===== src/rtl/core/spd_pkg.sv =====
// ----------------------------------------------------------------------------
// Smoothed fractional pre-delay: package
// Fixed widths, register indexes, controller states and shared structs.
// ----------------------------------------------------------------------------
package spd_pkg;

  // Delay values are unsigned fixed point held in 31 bits.
  localparam int DELAY_W = 31;

  // Smoothing coefficient, unsigned Q1.16.
  localparam int COEFF_W    = 17;
  localparam int COEFF_FRAC = 16;
  localparam logic [COEFF_W-1:0] COEFF_ONE   = 17'd65536;
  localparam logic [COEFF_W-1:0] COEFF_RESET = 17'd272;

  // Product of coefficient and delay difference.
  localparam int PROD_W = COEFF_W + DELAY_W;
  localparam logic [PROD_W-1:0] COEFF_HALF = PROD_W'(32768);

  // Configuration port.
  localparam int CFG_IDX_W  = 1;
  localparam int CFG_DATA_W = DELAY_W;
  localparam logic [CFG_IDX_W-1:0] REG_TARGET_DELAY = 1'b0;
  localparam logic [CFG_IDX_W-1:0] REG_SMOOTH_COEFF = 1'b1;

  typedef enum logic [3:0] {
    ST_IDLE,
    ST_CHECK,
    ST_PROD,
    ST_ROUND,
    ST_UPDATE,
    ST_ADDR,
    ST_WRAP,
    ST_READ,
    ST_MUL,
    ST_SUM,
    ST_DONE
  } state_t;

  // Strobes from the controller to the interpolator.
  typedef struct packed {
    logic mul_en;
    logic sum_en;
  } interp_ctl_t;

endpackage


===== src/rtl/core/spd_interp.sv =====
// ----------------------------------------------------------------------------
// Smoothed fractional pre-delay: linear interpolator
// Two weighted products, then a rounded floor shift and saturation.
// ----------------------------------------------------------------------------
module spd_interp #(
  parameter int SAMPLE_BITS = 24,
  parameter int FRAC_BITS   = 16
) (
  input  logic                          clk,
  input  spd_pkg::interp_ctl_t          ctl,
  input  logic signed [SAMPLE_BITS-1:0] sample_a,
  input  logic signed [SAMPLE_BITS-1:0] sample_b,
  input  logic [FRAC_BITS-1:0]          frac,
  output logic signed [SAMPLE_BITS-1:0] result
);

  localparam int MW = SAMPLE_BITS + FRAC_BITS + 2;
  localparam int SW = MW + 1;
  localparam logic [FRAC_BITS:0] ONE = (FRAC_BITS+1)'(1) << FRAC_BITS;
  localparam logic signed [SW-1:0] HALF = SW'(1) << (FRAC_BITS - 1);
  localparam logic signed [SW-1:0] SMAX = SW'((64'd1 << (SAMPLE_BITS - 1)) - 64'd1);
  localparam logic signed [SW-1:0] SMIN = -SMAX - SW'(1);

  logic [FRAC_BITS:0]      one_minus;
  logic signed [MW-1:0]    prod_a;
  logic signed [MW-1:0]    prod_b;
  logic signed [SW-1:0]    acc;
  logic signed [SW-1:0]    floored;

  assign one_minus = ONE - {1'b0, frac};

  always_ff @(posedge clk) begin
    if (ctl.mul_en) begin
      prod_a <= sample_a * $signed({1'b0, one_minus});
      prod_b <= sample_b * $signed({2'b00, frac});
    end
  end

  // Arithmetic shift gives the floor of the rounded sum.
  always_comb begin
    acc     = SW'(prod_a) + SW'(prod_b) + HALF;
    floored = acc >>> FRAC_BITS;
  end

  always_ff @(posedge clk) begin
    if (ctl.sum_en) begin
      if (floored > SMAX) begin
        result <= SMAX[SAMPLE_BITS-1:0];
      end else if (floored < SMIN) begin
        result <= SMIN[SAMPLE_BITS-1:0];
      end else begin
        result <= floored[SAMPLE_BITS-1:0];
      end
    end
  end

endmodule


===== config.mk =====
export PLATFORM = sky130hd
export DESIGN_NAME = spd_interp
export DESIGN_NICKNAME = d
export VERILOG_FILES = /design/src/rtl/core/spd_pkg.sv /design/src/rtl/core/spd_interp.sv
export SDC_FILE = /design/constraint.sdc
export NUM_CORES = 2
export LEC_CHECK = 0
export BUFFER_PORTS_ARGS = -buffer_cell sky130_fd_sc_hd__buf_2
export CORE_ASPECT_RATIO = 0.6
export CORE_MARGIN = 2
export CORE_UTILIZATION = 50
export CTS_BUF_LIST = sky130_fd_sc_hd__clkbuf_8
export CTS_CLUSTER_SIZE = 20
export DETAILED_ROUTE_END_ITERATION = 6
export PLACE_DENSITY = 0.72
export SLEW_MARGIN = 30
export SYNTH_ARGS = -nofsm -noshare
export SYNTH_HDL_FRONTEND = slang
export SYNTH_SLANG_ARGS = --single-unit
export TNS_END_PERCENT = 5

===== constraint.sdc =====
create_clock -name clk -period 11.62 [get_ports clk]
set_input_delay 0.581 -clock clk [delete_from_list [all_inputs] [get_ports clk]]
set_output_delay 0.581 -clock clk [all_outputs]
set_load 0.03 [all_outputs]

==> results.md <==
- Status: finished clean
- Post-synth ARST share: 0%
- Per-cell routed wire length: 17.9 um
- TritonCTS clock tree: done
- CP startpoint kind: input pin
- Cells on worst reg2reg path: 12
- Gate Count Post-Synth: 3704
- Post-CTS setup buffers: 0
- Cts repair resizes: 0
- Slew of the pin with the lowest slew margin: 1.01 ns
- Number of synthesized register bits: 107
- Hold path cells: 1
- Predominant post-synthesis flop cell: edfxtp_1
- Hold_buf cts: 0
- Clock sinks: 107
- Vias in the first global route: 25900
- Net count after synthesis: 4834
- WS Path Type: input pin to flip-flop
- Core Rows: 74
- Final Setup Violations: 0
- Total track usage: 24.5%
- Nets: 4816
- Detailed-router iteration count before antenna repair: 6
- Starting density of the core: 50.6%
- Ports: 91
- Max-cap check violation count: 0
- Skew-Pair Late Insertion Delay: 0.42 ns
- GRT overflow: 0
- Vias per inst: 5.29
- Slew margin rel.: 32.3%
- RePlAce Congestion: 0.905
- Synth-to-Final Area Change: 4.32%
- Critical path fanouts, max: 26
- Setup TNS: 0 ns
- CTS HTree Levels: 3
- Post-synth EDFFs: 107
- Antenna violations before repair: 4
- Fin area: 36000 um2
- Critical Path End Type: flip-flop
- Die footprint: 71200 um2
- Leading area contributor after synthesis: fa_1
- HP Class: input pin to flip-flop
- Die Height: 208 um
- Synth Warn #: 0
- Final number of hold-violating endpoints: 0
- Synth top area share: 45.1%
- Die X: 343 um
- Fraction of layout cells with a size suffix above 1: 4.36%
- DP HPWL: 68200 um
- Clock Skews: 0.0159 ns
- Top cells by instance count after synthesis: inv_1 (899), fa_1 (778), nand2_1 (520)
- Area of the multi-input gates: 27500 um2
- Worst Setup Slack, final: 3.25 ns
- Synth top area cells: fa_1 (45%), ha_1 (10%), inv_1 (9.8%)
- I/O Buffers: 90
- Reg clk slew, reported paths: 0.12 ns
- Avg Inst Size Synth: 9.32 um2
- Mapped Area: 34500 um2
- Period minus WS final: 8.37 ns
- DRT iter0 DRCs: 1835
- Sequential element share of the synthesized area: 9.31%
- CP Data Arrival Time: 8.56 ns
- Clock root cell: clkbuf_8
- Largest net degree at the start of global routing: 78
- WP data required: 11.81 ns
- # fillers: 6184
- Remaining antenna violation count after routing: 0
- Distinct cell type count after synthesis: 68
- Max-slew violation count: 0
- Max Clock Freq: 119 MHz
- First-pass GRT wire length: 138000 um
- Setup WS pre-CTS: 2.84 ns
- Drt drc: 0
- Placed cell area: 35800 um2
- Cts bufs inserted: 9
- Dominant cell by count in the synthesized netlist: inv_1
- Via count: 24400
- Final wirelength: 82500 um
- Reg area: 3210 um2
- Hold slack: 0.419 ns
- Final cycle utilization of the critical path: 72.0%
- Worst-case clock buffer depth: 2
- RSZ-0062 raised after global routing: no
- Core Area: 68100 um2
==> cells in the final DEF (no fill, tap or decap), types with 59 or more instances in the layout <==
cell type | Yosys | final
and2_1 | 326 | 326
a21oi_1 | 103 | 103
buf_2 | 1 | 89
inv_1 | 899 | 899
a21o_1 | 65 | 65
xnor2_1 | 72 | 67
nor2_1 | 60 | 59
edfxtp_1 | 107 | 107
o21ai_0 | 65 | 65
nand2_1 | 520 | 520
ha_1 | 285 | 285
fa_1 | 778 | 778
==> sequential cells by signal, summed over array words and instances (netlist names) <==
register	flops
prod_a	42
result	24
prod_b	41
==> routing by layer <==
layer  GRT usage [%]  wire [um]  vias to the layer above
met2            35.0      34100                      916
met5               0          0                        -
li1                -          -                    11000
met4            3.66       1170                        0
met3            4.41       7660                       61
met1            39.4      39500                    12400
==> cells by family (layout without fill, tap and decap cells) <==
group | Yosys count | in the layout | share of synthesized area (%)
AO/OA/AOI/OAI | 347 | 347 | 6.56
XOR/XNOR | 110 | 110 | 2.79
adder cells (fa/ha/maj) | 1063 | 1063 | 55.5
buffers and inverters | 1040 | 1027 | 11.4
flip-flops | 107 | 107 | 9.31
other | 0 | 4 | 0
AND/OR/NAND/NOR | 1037 | 1037 | 14.5
==> metrics by stage <==
step,instances,utilization (%)
after global routing,4607,52.8
after floorplan,3704,-
after CTS,4602,52.8
final,4607,52.8
after global placement,4586,52.5
after detailed placement,4586,52.5
==> area by class of cell <==
type                       instances  share of cell area, %
multi-input combinational       2557                   76.3
inverter                         899                   9.37
sequential                       107                   8.92
tap                              912                   3.17
timing repair buffer             112                   1.74
clock buffer                       9                  0.344
clock inverter                     7                  0.139
antenna                            4                 0.0278
==> worst max-delay path, cell delays in order <==
cell,delay [ns]
buf_2,0.33
nor4_1,0.62
nand3_1,0.36
nor3_1,0.40
xnor2_2,0.09
buf_4,0.26
and2_1,0.21
fa_1,0.47
inv_1,0.06
fa_1,0.54
inv_1,0.05
fa_1,0.49
fa_1,0.42
fa_1,0.49
inv_1,0.05
fa_1,0.47
inv_1,0.04
ha_1,0.38
a221oi_2,0.26
o21ai_0,0.13
a211o_1,0.28
a211oi_2,0.36
a31oi_1,0.22
o21ai_2,0.34
o21ai_1,0.19
a21o_1,0.21
a21oi_1,0.16
xnor2_1,0.08
==> worst paths after layout <==
| check | startpoint | to | slack (ns) |
|---|---|---|---|
| worst min-delay path | ctl[1] | prod_a[2] | 0.42 |
| worst max-delay path | frac[5] | prod_a[38] | 3.25 |
| worst max register to register | prod_a[4] | result[3] | 7.53 |
| worst min register to register | prod_a[41] | result[23] | 0.90 |
Power is left out: the tool's default activity adds up to more than one toggle a clock period on the data nets, which glitch-free logic cannot reach.
